## src/rtl/gapped_column_map_table_macros.svh

```systemverilog
// Assertion macros used by the block that checks itself.
// Both expect a clock named clk and an active-low reset named rst_n in scope.
`ifndef GAPPED_COLUMN_MAP_TABLE_MACROS_SVH
`define GAPPED_COLUMN_MAP_TABLE_MACROS_SVH

// Same-cycle implication.
`define GCMT_ASSERT_IMPL(label, ante, cons) \
    label: assert property (@(posedge clk) disable iff (!rst_n) (ante) |-> (cons)) \
        else $error("gapped column map table: assertion failed");

// Next-cycle implication.
`define GCMT_ASSERT_NEXT(label, ante, cons) \
    label: assert property (@(posedge clk) disable iff (!rst_n) (ante) |=> (cons)) \
        else $error("gapped column map table: assertion failed");

`endif

```

## src/rtl/gcmt_pkg.sv

```systemverilog
package gcmt_pkg;

    // Table geometry.
    localparam int SITES     = 64;
    localparam int MAX_WIDTH = 20;

    localparam int IDX_W = (SITES > 1) ? $clog2(SITES) : 1;
    localparam int CNT_W = $clog2(SITES + 1);
    localparam int WID_W = $clog2(MAX_WIDTH + 1);
    localparam int TOT_W = $clog2(SITES * MAX_WIDTH + 1);

    // Arithmetic widths.
    localparam int POS_W   = 32;
    localparam int LEN_W   = 16;
    localparam int VALUE_W = 34;
    localparam int LEFT_W  = VALUE_W + 2;
    localparam int SUM_W   = LEFT_W + 1;
    localparam int REQ_W   = 3;
    localparam int STAT_W  = 2;

    // Request codes.
    localparam logic [REQ_W-1:0] REQ_CLEAR = 3'd0;
    localparam logic [REQ_W-1:0] REQ_ADD   = 3'd1;
    localparam logic [REQ_W-1:0] REQ_WIDTH = 3'd2;
    localparam logic [REQ_W-1:0] REQ_COLOF = 3'd3;
    localparam logic [REQ_W-1:0] REQ_POSOF = 3'd4;
    localparam logic [REQ_W-1:0] REQ_COUNT = 3'd5;

    // Status codes.
    localparam logic [STAT_W-1:0] STATUS_OK      = 2'd0;
    localparam logic [STAT_W-1:0] STATUS_IGNORED = 2'd1;
    localparam logic [STAT_W-1:0] STATUS_FULL    = 2'd2;

    // One stored insertion site.
    typedef struct packed {
        logic [POS_W-1:0] pos;
        logic [WID_W-1:0] width;
    } site_t;

    // Start of a pass, from the handshake control to the scan unit.
    typedef struct packed {
        logic             start;
        logic [REQ_W-1:0] req;
    } scan_ctrl_t;

    // Scan unit status back to the handshake control.
    typedef struct packed {
        logic             shift;
        logic             finish;
        logic [CNT_W-1:0] count;
    } scan_stat_t;

endpackage

```

## src/rtl/gcmt_cell.sv

```systemverilog
module gcmt_cell
    import gcmt_pkg::*;
(
    input  logic  clk,
    input  logic  shift,
    input  site_t din,
    output site_t dout
);

    site_t site_reg;

    // Take the neighbor's site whenever the chain moves.
    always_ff @(posedge clk)
    begin
        if (shift)
        begin
            site_reg <= din;
        end
    end

    assign dout = site_reg;

endmodule

```

## src/rtl/gcmt_scan.sv

```systemverilog
module gcmt_scan
    import gcmt_pkg::*;
(
    input  logic                      clk,
    input  logic                      rst_n,
    input  scan_ctrl_t                ctrl,
    input  logic [POS_W-1:0]          ref_pos,
    input  logic [LEN_W-1:0]          ins_length,
    input  logic signed [VALUE_W-1:0] column_in,
    input  logic [POS_W-1:0]          region_start,
    input  logic [POS_W-1:0]          region_length,
    input  site_t                     head,
    output site_t                     tail,
    output scan_stat_t                stat,
    output logic signed [VALUE_W-1:0] value,
    output logic [STAT_W-1:0]         status
);

    localparam logic [1:0] PH_IDLE = 2'd0;
    localparam logic [1:0] PH_STEP = 2'd1;
    localparam logic [1:0] PH_FIN  = 2'd2;
    localparam logic [1:0] PH_DONE = 2'd3;

    logic [1:0]                phase_reg, phase_next;
    logic [IDX_W-1:0]          idx_reg, idx_next;
    logic [REQ_W-1:0]          req_reg, req_next;
    logic [POS_W-1:0]          pos_reg, pos_next;
    logic [WID_W-1:0]          wnew_reg, wnew_next;
    logic                      ignore_reg, ignore_next;
    logic                      done_reg, done_next;
    logic                      carrying_reg, carrying_next;
    site_t                     carry_reg, carry_next;
    logic                      ins_reg, ins_next;
    logic                      full_reg, full_next;
    logic [CNT_W-1:0]          count_reg, count_next;
    logic [TOT_W-1:0]          total_reg, total_next;
    logic [WID_W-1:0]          accw_reg, accw_next;
    logic [TOT_W-1:0]          sum_reg, sum_next;
    logic [POS_W-1:0]          pacc_reg, pacc_next;
    logic signed [LEFT_W-1:0]  left_reg, left_next;
    logic signed [VALUE_W-1:0] value_reg, value_next;
    logic [STAT_W-1:0]         status_reg, status_next;

    logic                      entry_valid;
    logic                      pos_eq;
    logic                      pos_gt;
    logic                      has_room;
    logic signed [LEFT_W-1:0]  diff;
    logic signed [LEFT_W-1:0]  head_w;
    logic signed [SUM_W-1:0]   pos_sum;
    logic [SUM_W-VALUE_W:0]    sum_top;
    logic [WID_W-1:0]          w_clamped;
    site_t                     new_site;

    // Per-entry comparisons against the site at the head of the chain.
    assign entry_valid = CNT_W'(idx_reg) < count_reg;
    assign pos_eq      = head.pos == pos_reg;
    assign pos_gt      = head.pos > pos_reg;
    assign has_room    = count_reg < CNT_W'(SITES);
    assign new_site    = '{pos: pos_reg, width: wnew_reg};

    // Walk step for position of column: distance left past the plain span up to this site.
    assign diff   = left_reg - $signed({{(LEFT_W-POS_W){1'b0}}, head.pos})
                  + $signed({{(LEFT_W-POS_W){1'b0}}, pacc_reg});
    assign head_w = $signed({{(LEFT_W-WID_W){1'b0}}, head.width});

    // Final position before saturation to the value range.
    assign pos_sum = $signed({{(SUM_W-POS_W){1'b0}}, pacc_reg})
                   + $signed({left_reg[LEFT_W-1], left_reg});
    assign sum_top = pos_sum[SUM_W-1:VALUE_W-1];

    assign w_clamped = (ins_length > LEN_W'(MAX_WIDTH)) ? WID_W'(MAX_WIDTH)
                                                        : ins_length[WID_W-1:0];

    always_comb
    begin
        phase_next    = phase_reg;
        idx_next      = idx_reg;
        req_next      = req_reg;
        pos_next      = pos_reg;
        wnew_next     = wnew_reg;
        ignore_next   = ignore_reg;
        done_next     = done_reg;
        carrying_next = carrying_reg;
        carry_next    = carry_reg;
        ins_next      = ins_reg;
        full_next     = full_reg;
        count_next    = count_reg;
        total_next    = total_reg;
        accw_next     = accw_reg;
        sum_next      = sum_reg;
        pacc_next     = pacc_reg;
        left_next     = left_reg;
        value_next    = value_reg;
        status_next   = status_reg;
        tail          = head;

        unique case (phase_reg) inside
            PH_IDLE, PH_DONE:
            begin
                // Latch the request and arm a full rotation of the table; a clear request empties it.
                if (ctrl.start)
                begin
                    phase_next    = PH_STEP;
                    idx_next      = '0;
                    req_next      = ctrl.req;
                    pos_next      = ref_pos;
                    wnew_next     = w_clamped;
                    ignore_next   = (ins_length == '0) || (ref_pos < region_start)
                                  || ((ref_pos - region_start) >= region_length);
                    done_next     = 1'b0;
                    carrying_next = 1'b0;
                    ins_next      = 1'b0;
                    full_next     = 1'b0;
                    accw_next     = '0;
                    sum_next      = '0;
                    pacc_next     = region_start;
                    left_next     = {{(LEFT_W-VALUE_W){column_in[VALUE_W-1]}}, column_in};
                    if (ctrl.req == REQ_CLEAR)
                    begin
                        count_next = '0;
                        total_next = '0;
                    end
                end
            end

            PH_STEP:
            begin
                if (carrying_reg)
                begin
                    // Everything after an insertion moves down by one slot.
                    tail       = carry_reg;
                    carry_next = head;
                end
                else if (!done_reg)
                begin
                    case (req_reg)
                        REQ_ADD:
                        begin
                            if (!ignore_reg)
                            begin
                                if (entry_valid && pos_eq)
                                begin
                                    // Known site: keep the larger width.
                                    if (wnew_reg > head.width)
                                    begin
                                        tail.width = wnew_reg;
                                        total_next = total_reg + TOT_W'(wnew_reg)
                                                   - TOT_W'(head.width);
                                    end
                                    done_next = 1'b1;
                                end
                                else if (!entry_valid || pos_gt)
                                begin
                                    // Insertion point reached.
                                    if (has_room)
                                    begin
                                        tail          = new_site;
                                        carry_next    = head;
                                        carrying_next = 1'b1;
                                        ins_next      = 1'b1;
                                        total_next    = total_reg + TOT_W'(wnew_reg);
                                    end
                                    else
                                    begin
                                        full_next = 1'b1;
                                    end
                                    done_next = 1'b1;
                                end
                            end
                        end

                        REQ_WIDTH:
                        begin
                            if (entry_valid)
                            begin
                                if (pos_eq)
                                begin
                                    accw_next = head.width;
                                    done_next = 1'b1;
                                end
                                else if (pos_gt)
                                begin
                                    done_next = 1'b1;
                                end
                            end
                        end

                        REQ_COLOF:
                        begin
                            if (entry_valid)
                            begin
                                if (pos_gt)
                                begin
                                    done_next = 1'b1;
                                end
                                else
                                begin
                                    sum_next = sum_reg + TOT_W'(head.width);
                                end
                            end
                        end

                        REQ_POSOF:
                        begin
                            if (entry_valid)
                            begin
                                if (diff < 0)
                                begin
                                    // Column lies in the plain span before this site.
                                    done_next = 1'b1;
                                end
                                else
                                begin
                                    pacc_next = head.pos;
                                    if (diff < head_w)
                                    begin
                                        // Column falls inside the inserted gap.
                                        left_next = '0;
                                        done_next = 1'b1;
                                    end
                                    else
                                    begin
                                        left_next = diff - head_w;
                                    end
                                end
                            end
                        end

                        default:
                        begin
                        end
                    endcase
                end

                idx_next = idx_reg + 1'b1;
                if (idx_reg == IDX_W'(SITES - 1))
                begin
                    phase_next = PH_FIN;
                end
            end

            PH_FIN:
            begin
                // Form the answer from what the pass collected.
                count_next  = count_reg + CNT_W'(ins_reg);
                status_next = STATUS_OK;
                case (req_reg)
                    REQ_ADD:
                    begin
                        value_next = '0;
                        if (ignore_reg)
                        begin
                            status_next = STATUS_IGNORED;
                        end
                        else if (full_reg || !done_reg)
                        begin
                            status_next = STATUS_FULL;
                        end
                    end
                    REQ_WIDTH:
                    begin
                        value_next = $signed({{(VALUE_W-WID_W){1'b0}}, accw_reg});
                    end
                    REQ_COLOF:
                    begin
                        value_next = $signed({{(VALUE_W-POS_W){1'b0}}, pos_reg})
                                   - $signed({{(VALUE_W-POS_W){1'b0}}, region_start})
                                   + $signed({{(VALUE_W-TOT_W){1'b0}}, sum_reg});
                    end
                    REQ_POSOF:
                    begin
                        if ((&sum_top) || !(|sum_top))
                        begin
                            value_next = pos_sum[VALUE_W-1:0];
                        end
                        else if (pos_sum[SUM_W-1])
                        begin
                            value_next = {1'b1, {(VALUE_W-1){1'b0}}};
                        end
                        else
                        begin
                            value_next = {1'b0, {(VALUE_W-1){1'b1}}};
                        end
                    end
                    REQ_COUNT:
                    begin
                        value_next = $signed({{(VALUE_W-POS_W){1'b0}}, region_length})
                                   + $signed({{(VALUE_W-TOT_W){1'b0}}, total_reg});
                    end
                    default:
                    begin
                        value_next = '0;
                    end
                endcase
                phase_next = PH_DONE;
            end

            default:
            begin
                phase_next = PH_IDLE;
            end
        endcase
    end

    // Control state.
    always_ff @(posedge clk or negedge rst_n)
    begin
        if (!rst_n)
        begin
            phase_reg    <= PH_IDLE;
            count_reg    <= '0;
            total_reg    <= '0;
            done_reg     <= 1'b0;
            carrying_reg <= 1'b0;
            ins_reg      <= 1'b0;
            full_reg     <= 1'b0;
            ignore_reg   <= 1'b0;
            idx_reg      <= '0;
            req_reg      <= REQ_CLEAR;
        end
        else
        begin
            phase_reg    <= phase_next;
            count_reg    <= count_next;
            total_reg    <= total_next;
            done_reg     <= done_next;
            carrying_reg <= carrying_next;
            ins_reg      <= ins_next;
            full_reg     <= full_next;
            ignore_reg   <= ignore_next;
            idx_reg      <= idx_next;
            req_reg      <= req_next;
        end
    end

    // Request payload and running sums.
    always_ff @(posedge clk)
    begin
        pos_reg    <= pos_next;
        wnew_reg   <= wnew_next;
        carry_reg  <= carry_next;
        accw_reg   <= accw_next;
        sum_reg    <= sum_next;
        pacc_reg   <= pacc_next;
        left_reg   <= left_next;
        value_reg  <= value_next;
        status_reg <= status_next;
    end

    assign stat.shift  = phase_reg == PH_STEP;
    assign stat.finish = phase_reg == PH_DONE;
    assign stat.count  = count_reg;
    assign value       = value_reg;
    assign status      = status_reg;

endmodule

```

## src/rtl/gapped_column_map_table.sv

```systemverilog
// An item is accepted only while idle. The scan unit steps through the whole table,
// finishes, and holds its answer until the output register takes it; the site table
// makes one full turn through its chain of cells past the single scan unit per item.
// A finished result waits in the output register while the next item is accepted.
// Reset (rst_n, asynchronous, active low) empties the table and clears both
// region registers; the site cells themselves are not reset and need no clearing.
`include "gapped_column_map_table_macros.svh"

module gapped_column_map_table
    import gcmt_pkg::*;
(
    input  logic                      clk,
    input  logic                      rst_n,

    input  logic                      in_valid,
    output logic                      in_stall,
    input  logic [REQ_W-1:0]          req_type,
    input  logic [POS_W-1:0]          ref_pos,
    input  logic [LEN_W-1:0]          ins_length,
    input  logic signed [VALUE_W-1:0] column_in,

    output logic                      out_valid,
    input  logic                      out_stall,
    output logic signed [VALUE_W-1:0] value,
    output logic [STAT_W-1:0]         status,

    input  logic                      psel,
    input  logic                      penable,
    input  logic                      pwrite,
    input  logic [2:0]                paddr,
    input  logic [31:0]               pwdata,
    output logic [31:0]               prdata,
    output logic                      pready
);

    localparam logic [0:0] ST_IDLE = 1'b0;
    localparam logic [0:0] ST_RUN  = 1'b1;

    localparam logic [0:0] CFG_START  = 1'b0;
    localparam logic [0:0] CFG_LENGTH = 1'b1;

    logic [0:0]                state_reg, state_next;
    logic [POS_W-1:0]          start_reg;
    logic [POS_W-1:0]          length_reg;
    logic                      out_valid_reg, out_valid_next;
    logic signed [VALUE_W-1:0] value_reg;
    logic [STAT_W-1:0]         status_reg;

    logic                      accept;
    logic                      cfg_write;
    logic                      load;
    scan_ctrl_t                ctrl;
    scan_stat_t                stat;
    site_t                     head;
    site_t                     tail;
    site_t                     cell_q [SITES];
    logic signed [VALUE_W-1:0] scan_value;
    logic [STAT_W-1:0]         scan_status;

    // Configuration port.
    assign pready    = 1'b1;
    assign cfg_write = psel && penable && pwrite;

    always_ff @(posedge clk or negedge rst_n)
    begin
        if (!rst_n)
        begin
            start_reg  <= '0;
            length_reg <= '0;
        end
        else if (cfg_write)
        begin
            unique case (paddr[2])
                CFG_START:  start_reg  <= pwdata;
                CFG_LENGTH: length_reg <= pwdata;
                default:    start_reg  <= start_reg;
            endcase
        end
    end

    always_comb
    begin
        unique case (paddr[2])
            CFG_START:  prdata = start_reg;
            CFG_LENGTH: prdata = length_reg;
            default:    prdata = '0;
        endcase
    end

    // Input handshake: one item at a time.
    assign in_stall   = state_reg != ST_IDLE;
    assign accept     = in_valid && !in_stall;
    assign ctrl.start = accept;
    assign ctrl.req   = req_type;

    // Move the result into the output register once it is free.
    assign load = (state_reg == ST_RUN) && stat.finish && (!out_valid_reg || !out_stall);

    always_comb
    begin
        state_next = state_reg;
        unique case (state_reg)
            ST_IDLE:
            begin
                if (accept)
                begin
                    state_next = ST_RUN;
                end
            end
            ST_RUN:
            begin
                if (load)
                begin
                    state_next = ST_IDLE;
                end
            end
            default:
            begin
                state_next = ST_IDLE;
            end
        endcase
    end

    assign out_valid_next = load || (out_valid_reg && out_stall);

    always_ff @(posedge clk or negedge rst_n)
    begin
        if (!rst_n)
        begin
            state_reg     <= ST_IDLE;
            out_valid_reg <= 1'b0;
        end
        else
        begin
            state_reg     <= state_next;
            out_valid_reg <= out_valid_next;
        end
    end

    always_ff @(posedge clk)
    begin
        if (load)
        begin
            value_reg  <= scan_value;
            status_reg <= scan_status;
        end
    end

    assign out_valid = out_valid_reg;
    assign value     = value_reg;
    assign status    = status_reg;

    // Site table: a ring of cells, read at cell zero and refilled at the far end.
    genvar k;
    generate
        for (k = 0; k < SITES; k++)
        begin : g_cell
            if (k == SITES - 1)
            begin : g_tail
                gcmt_cell u_cell (
                    .clk   (clk),
                    .shift (stat.shift),
                    .din   (tail),
                    .dout  (cell_q[k])
                );
            end
            else
            begin : g_body
                gcmt_cell u_cell (
                    .clk   (clk),
                    .shift (stat.shift),
                    .din   (cell_q[k+1]),
                    .dout  (cell_q[k])
                );
            end
        end
    endgenerate

    assign head = cell_q[0];

    // Scan unit that walks the sorted sites one per cycle.
    gcmt_scan u_scan (
        .clk           (clk),
        .rst_n         (rst_n),
        .ctrl          (ctrl),
        .ref_pos       (ref_pos),
        .ins_length    (ins_length),
        .column_in     (column_in),
        .region_start  (start_reg),
        .region_length (length_reg),
        .head          (head),
        .tail          (tail),
        .stat          (stat),
        .value         (scan_value),
        .status        (scan_status)
    );

    // Design checks.
    `GCMT_ASSERT_NEXT(a_accept_busy, accept, in_stall)
    `GCMT_ASSERT_IMPL(a_shift_in_run, stat.shift, state_reg == ST_RUN)
    `GCMT_ASSERT_IMPL(a_count_bound, 1'b1, stat.count <= CNT_W'(SITES))
    `GCMT_ASSERT_NEXT(a_load_shows, load, out_valid)

endmodule
```

## config.mk

```make
export PLATFORM = sky130hd
export DESIGN_NAME = gapped_column_map_table
export DESIGN_NICKNAME = d
export VERILOG_FILES = /design/src/rtl/gcmt_pkg.sv /design/src/rtl/gcmt_cell.sv /design/src/rtl/gcmt_scan.sv /design/src/rtl/gapped_column_map_table.sv
export VERILOG_INCLUDE_DIRS = /design/src /design/src/rtl
export SDC_FILE = /design/constraint.sdc
export NUM_CORES = 2
export LEC_CHECK = 0
export ABC_AREA = 1
export BUFFER_PORTS_ARGS = -buffer_cell sky130_fd_sc_hd__buf_2
export CORE_UTILIZATION = 51
export CTS_CLUSTER_DIAMETER = 100
export DETAILED_ROUTE_END_ITERATION = 6
export GPL_TIMING_DRIVEN = 0
export PLACE_DENSITY = 0.63
export SKIP_LAST_GASP = 1
export SLEW_MARGIN = 20
export SYNTH_ARGS = -nofsm -noshare
export SYNTH_HDL_FRONTEND = slang
export SYNTH_HIERARCHICAL = 1
export SYNTH_SLANG_ARGS = --single-unit
```

## constraint.sdc

```tcl
create_clock -name clk -period 21.9 [get_ports clk]
set_clock_uncertainty 0.15 [all_clocks]
set_input_delay 4.38 -clock clk [delete_from_list [all_inputs] [get_ports clk]]
set_output_delay 4.38 -clock clk [all_outputs]
set_load 0.1 [all_outputs]
```

Word-level counts from Yosys, hierarchy flattened
Cells that the tools add are included.
Widths: inputs -> output; s select.
{ "word_totals": {"reg_bits": 2698, "inputBits": 127, "out_inout_bits": 71, "wordCells": 372} }
{ "op_classes": {"addsub": 13, "magnitude_cmp": 9, "n_eq_ne": 34, "muxes": 112, "bitwise_logic": 3, "reduce_logical": 46} }
{ "ops": {"columns": ["operator", "count"], "rows": [
  ["$mux 37", 13],
  ["$mux 36", 7],
  ["$mux 32", 7],
  ["$mux 11", 16],
  ["$pmux 34 s4", 1],
  ["$pmux 32 s2", 2],
  ["$pmux 36 s2", 1],
  ["$mux 34", 2],
  ["$pmux 11 s2", 2],
  ["$mux 5", 8],
  ["$add 33x36->37", 1],
  ["$mux 1", 37],
  ["$add 36x33->36", 1],
  ["$lt 36x1->1 const B", 1],
  ["$lt 36x6->1", 1],
  ["$sub 36x33->36", 1],
  ["$sub 36x6->36", 1],
  ["$add 34x12->34", 1],
  ["$add 32x11->33", 1],
  ["$sub 32x32->33", 1],
  ["$eq 32x32->1", 1],
  ["$ge 32x32->1", 1],
  ["$gt 32x32->1", 1],
  ["$lt 32x32->1", 1],
  ["44 further kinds", 108]
]} }

Logic depth before layout (Yosys ltp)
{ "logic_depth": {"word_depth": 10, "ltp_mapped": 27, "ltp_nobuf": 27} }

Hierarchy
Netlist, hierarchy kept.
{ "modules_own_cells": {"columns": ["module", "instances", "cells_each", "area_each_um2", "seq_area_each_um2"], "rows": [
  ["gcmt_cell", 64, 37, 1111.1, 1111.1],
  ["gcmt_scan", 1, 4106, 26949.6, 6676.4],
  ["gapped_column_map_table", 1, 432, 4180.3, 2732.6]
]} }

Worst setup path before layout
Ideal clock, no wire load.
{ "synth_path": {"path_kind": "reg-to-reg", "startpoint": "register u_scan.phase_reg[1]", "endpoint": "register g_cell[0].g_body.u_cell.site_reg (netlist bit g_cell[0].g_body.u_cell/dout[0]), enable pin", "setup_ns": 1.124, "arrival_time_ns": 15.710, "required_time_ns": 20.626, "setup_slack_ns": 4.916, "stages_incl_launch_ff": 4, "n_path_buf": 1, "path_cell_list": "dfrtp_1 inv_1 ha_1 buf_4"} }
{ "synth_lines": {"columns": ["element", "line_no", "rtl"], "rows": [
  ["start: declaration", "gcmt_scan.sv:24", "logic [1:0] phase_reg, phase_next;"],
  ["start signal: assignment", "gcmt_scan.sv:324", "phase_reg <= phase_next;"],
  ["end signal: assignment", "gcmt_cell.sv:17", "site_reg <= din;"],
  ["end: declaration", "gcmt_cell.sv:10", "site_t site_reg;"]
]} }

Final worst setup path
{ "layout_path": {"startpoint": "input paddr[2]", "endpoint": "output prdata[11]"} }
{ "layout_via": {"elab_chain_len": 2} }
{ "layout_lines": {"columns": ["element", "line_no", "rtl"], "rows": [
  ["start: declaration", "gapped_column_map_table.sv:30", "input logic [2:0] paddr,"],
  ["$not 1->1 (no line)", null, null],
  ["$pmux 32 s2 *", "gapped_column_map_table.sv:83", "unique case (paddr[2])"],
  ["end: declaration", "gapped_column_map_table.sv:32", "output logic [31:0] prdata,"]
]} }
Every way passes the cells marked *; elsewhere a longest branch is shown, timed or not.

==> impl_results.rst <==
.. list-table::
   :header-rows: 1

   * - Metric
     - Value
   * - Fraction of final layout cells with drive strength greater than 1
     - 9.87%
   * - Number of standard cells after synthesis
     - 6,906
   * - CTS-repair resized insts
     - 0
   * - Proportion of netlist area held by the largest area contributor
     - 76.3%
   * - Internal power consumption
     - 12,000 uW
   * - Startpoint types
     - input pin
   * - Minimum setup slack in the final design
     - 11.47 ns
   * - Register-to-Register Path Depth
     - 21
   * - Clock slew at the register clock pins of the worst setup and hold paths
     - 0.06 ns
   * - Flop2flop setup slack
     - 15.44 ns
   * - Worst setup endpoint
     - prdata[11]
   * - Mean area per synthesized cell
     - 14.8 um^2
   * - Startpoint of the worst-slack reg-to-reg timing path
     - g_cell[0].g_body.u_cell/dout[6]$_DFFE_PP_
   * - Unrepaired setup endpoints after global routing
     - false
   * - Chip width
     - 450 um
   * - Number of setup violations in the final report
     - 0
   * - Final hold violation count
     - 0
   * - Worst slack after detailed placement
     - 11.41 ns
   * - Number of placed I/O pins
     - 198
   * - Commonest cells after routing, fill and taps aside
     - 2,598 x sky130_fd_sc_hd__edfxtp_1, 1,415 x sky130_fd_sc_hd__nand2_1, 753 x sky130_fd_sc_hd__inv_1, 346 x sky130_fd_sc_hd__nand3_1, 344 x sky130_fd_sc_hd__nor2_1
   * - Buffers added on ports
     - 194
   * - Placeable core area
     - 0.198 mm^2
   * - Switching share of power
     - 32.5%
   * - Top FF cell, synth
     - sky130_fd_sc_hd__edfxtp_1
   * - Synthesized netlist net count
     - 7,333
   * - Share of power burned in combinational logic
     - 25.9%
   * - Post-detailed-route via-to-cell ratio
     - 5.21
   * - Number of buffers created by CTS
     - 288
   * - Clock latency of the later-clocked register in the worst-skew pair
     - 0.91 ns
   * - Register bit count reported by yosys
     - 2,698
   * - Flip-flop count of the largest register, all copies and words added
     - 2,331
   * - Worst vdd rail ir drop
     - 0.164 mV
   * - Area leader, netlist
     - sky130_fd_sc_hd__edfxtp_1
   * - Post-layout total power
     - 17,800 uW
   * - Run status
     - finished, final reports clean
   * - Post-CTS Setup Bufs
     - 0
   * - Worst setup path startpoint
     - paddr[2]
   * - Die outline area
     - 0.202 mm^2
   * - Clock tree from TritonCTS
     - yes
   * - Main area contributors after synthesis
     - sky130_fd_sc_hd__edfxtp_1 76%, sky130_fd_sc_hd__nand2_1 5.2%, sky130_fd_sc_hd__ha_1 3.2%, sky130_fd_sc_hd__inv_1 2.8%, sky130_fd_sc_hd__dfrtp_1 2.4%
   * - Largest fanout on the critical path
     - 10
   * - Clock sink count
     - 2,698
   * - Post-detail-place hpwl
     - 158 mm
   * - Gp weighted congestion
     - 0.933
   * - DRC viols
     - 0
   * - Final wirelength
     - 220 mm
   * - Post-layout utilization of the core
     - 58.7%
   * - Buffer levels on the longest clock path
     - 4
   * - Count of hold-fix buffers inserted at cts
     - 0
   * - Combined area of all synthesized cells
     - 0.102 mm^2
   * - Commonest non-fill, non-tap cell in the layout
     - sky130_fd_sc_hd__edfxtp_1
   * - Measured slew at the worst slew-check pin
     - 1.15 ns
   * - Global-route met1 utilization
     - 33.2%
   * - Violation count after the first detailed-route iteration
     - 4,867
   * - Tightest slew margin relative to the limit
     - 23.3%
   * - Worst flop-to-flop path endpoint
     - u_scan/left_reg[13]$_DFFE_PP_
   * - Total via count in the routed design
     - 53,600
   * - Endpoint type of the worst setup path
     - output port
   * - Synth warn
     - 6
   * - Sequential element share of the synthesized area
     - 78.8%
   * - Mean routed wirelength per cell
     - 21.4 um
   * - H-tree level count
     - 5
   * - Wire length of the first global-routing pass
     - 324 mm
   * - Final hold slack
     - 0.218 ns
   * - Fraction of met2 tracks used by global routing
     - 32.3%
   * - Post-route minimum period
     - 10.43 ns
   * - Final TNS setup
     - 0 ns
   * - Number of nets in the layout
     - 7,845
   * - Switching power summed over all nets
     - 5800 uW
   * - Clock tree root buffer cell
     - sky130_fd_sc_hd__clkbuf_16
   * - Portion of the clock cycle consumed by the worst path in the final layout
     - 47.6%
   * - Layer with the highest usage
     - met1
   * - Req. time, crit path
     - 17.37 ns
   * - Portion of total power attributed to the clock network
     - 25.8%
   * - Area growth from synthesis to layout
     - 13.7%
   * - Leakage Power
     - 0.0420 uW
   * - Path category of the worst min-delay check
     - register to register
   * - Antenna violations before repair
     - 27
   * - Aggregate global routing overflow
     - 0
   * - Final-report max-slew violation count
     - 0
   * - Vertical die dimension
     - 450 um
   * - Total power density per cell area
     - 153 mW/mm^2
   * - Maxcap violations
     - 0
   * - Detailed-router iteration count before antenna repair
     - 7
   * - Part of the total power dissipated in sequential elements
     - 48.3%
   * - Yosys cell types
     - 58
   * - GR Util met3
     - 3.58%
   * - Vias in the first global route
     - 51,500
   * - Aggregate global-route resource usage
     - 21.8%
   * - Count of flip-flops with a built-in enable after synthesis
     - 2,598
   * - Number of nets with antenna violations after detailed routing
     - 0
   * - Rows
     - 163
   * - Arrival @ worst endpoint
     - 5.90 ns
   * - Initial cell density of the core
     - 51.6%
   * - # fillers
     - 15,300
   * - Asr flop ratio synth
     - 3.71%
   * - Category of the critical setup timing path
     - input pin to output port
   * - Maximum number of pins on one net before global-route repair
     - 170
   * - FMAX
     - 95.9 MHz
## kinds of logic after synthesis
logic type / synth area share [%]
simple gates: 9.60
compound gates: 3.51
buf+inv: 3.26
xor+xnor: 0.901
flops: 78.8
fa+ha+maj: 3.97
other cells: 0.00367
## layout make-up
cell class	count	area, um^2	area share, %
Inverter	768	2890	2.48
Sequential cell	2698	80500	69.3
Clock inverter	137	1280	1.10
Antenna cell	13	32.5	0.0280
Clock buffer	355	7670	6.59
Multi-Input combinational cell	3364	18400	15.9
Buffer	76	465	0.400
Timing Repair Buffer	222	1680	1.44
Tap cell	2640	3300	2.84
## critical path: stages
cell and delay [ns]:
sky130_fd_sc_hd__buf_2 0.12, sky130_fd_sc_hd__inv_1 0.06, sky130_fd_sc_hd__buf_2 0.23, sky130_fd_sc_hd__buf_2 0.31, sky130_fd_sc_hd__nand2_1 0.09, sky130_fd_sc_hd__nand2_1 0.22
sky130_fd_sc_hd__buf_2 0.48
## metal layers
layer	vias to the layer above	wire length, um	part of all wire, %
li1	25500	-	-
met5	-	12	0.0055
met3	382	12300	5.6
met1	26200	104000	47
met2	1471	96200	44
met4	2	7320	3.3
## synth_stat cells, types with 5 or more instances
cell	number
sky130_fd_sc_hd__nand2_1	1416
sky130_fd_sc_hd__o211ai_1	21
sky130_fd_sc_hd__clkbuf_1	33
sky130_fd_sc_hd__fa_1	41
sky130_fd_sc_hd__nand3_2	9
sky130_fd_sc_hd__a31oi_1	23
sky130_fd_sc_hd__nor2_2	21
sky130_fd_sc_hd__nor2_1	344
sky130_fd_sc_hd__a21boi_0	6
sky130_fd_sc_hd__xnor2_1	32
sky130_fd_sc_hd__buf_2	18
sky130_fd_sc_hd__nand4_1	50
sky130_fd_sc_hd__nand3_1	346
sky130_fd_sc_hd__or2_2	11
sky130_fd_sc_hd__nor2_4	12
sky130_fd_sc_hd__inv_2	11
sky130_fd_sc_hd__and2_1	6
sky130_fd_sc_hd__a22o_1	31
sky130_fd_sc_hd__a21o_1	14
sky130_fd_sc_hd__xor2_1	70
sky130_fd_sc_hd__a21oi_1	227
sky130_fd_sc_hd__nand2_2	27
sky130_fd_sc_hd__nand3b_1	6
sky130_fd_sc_hd__o21bai_1	33
sky130_fd_sc_hd__edfxtp_1	2598
sky130_fd_sc_hd__nor3_1	58
sky130_fd_sc_hd__inv_1	754
sky130_fd_sc_hd__ha_1	259
sky130_fd_sc_hd__dfrtp_1	100
sky130_fd_sc_hd__buf_1	5
sky130_fd_sc_hd__o21ai_0	214
sky130_fd_sc_hd__nor4_1	8
sky130_fd_sc_hd__buf_6	17
sky130_fd_sc_hd__o31ai_1	6
sky130_fd_sc_hd__o21ai_1	30
## worst min-delay path by stage
stage / startpoint / slack (ns) / depth (start not counted) / end
after global placement: g_cell[30].g_body.u_cell/dout[12]$_DFFE_PP_ / 0.25 / 0 / g_cell[29].g_body.u_cell/dout[12]$_DFFE_PP_
after floorplan: g_cell[1].g_body.u_cell/dout[0]$_DFFE_PP_ / 0.25 / 0 / g_cell[0].g_body.u_cell/dout[0]$_DFFE_PP_
final: g_cell[52].g_body.u_cell/dout[5]$_DFFE_PP_ / 0.22 / 0 / g_cell[51].g_body.u_cell/dout[5]$_DFFE_PP_
after CTS: g_cell[54].g_body.u_cell/dout[4]$_DFFE_PP_ / 0.22 / 0 / g_cell[53].g_body.u_cell/dout[4]$_DFFE_PP_
after global routing: u_scan/value[19]$_DFFE_PP_ / 0.22 / 0 / value[19]$_DFFE_PP_
after detailed placement: g_cell[11].g_body.u_cell/dout[31]$_DFFE_PP_ / 0.25 / 0 / g_cell[10].g_body.u_cell/dout[31]$_DFFE_PP_
## per-stage QoR
step / cell area [um^2] / std cells
after detailed placement: 107000 / 9767
final: 116000 / 10300
after global placement: 107000 / 9740
after global routing: 116000 / 10300
after CTS: 116000 / 10300
after floorplan: 102000 / 6906
## power groups by stage
| stage | Combinational (uW) | Sequential, uW | Clock [uW] |
|---|---|---|---|
| 2_1_floorplan | 3010 | 9990 | 0 |
| 3_3_place_gp | 4400 | 10600 | 0 |
| 3_5_place_dp | 4620 | 8720 | 0 |
| 4_1_cts | 4630 | 8650 | 4740 |
| 5_1_grt | 5100 | 8780 | 4940 |
| 6_report | 4620 | 8610 | 4600 |
Power figures use the tool's default switching activity.
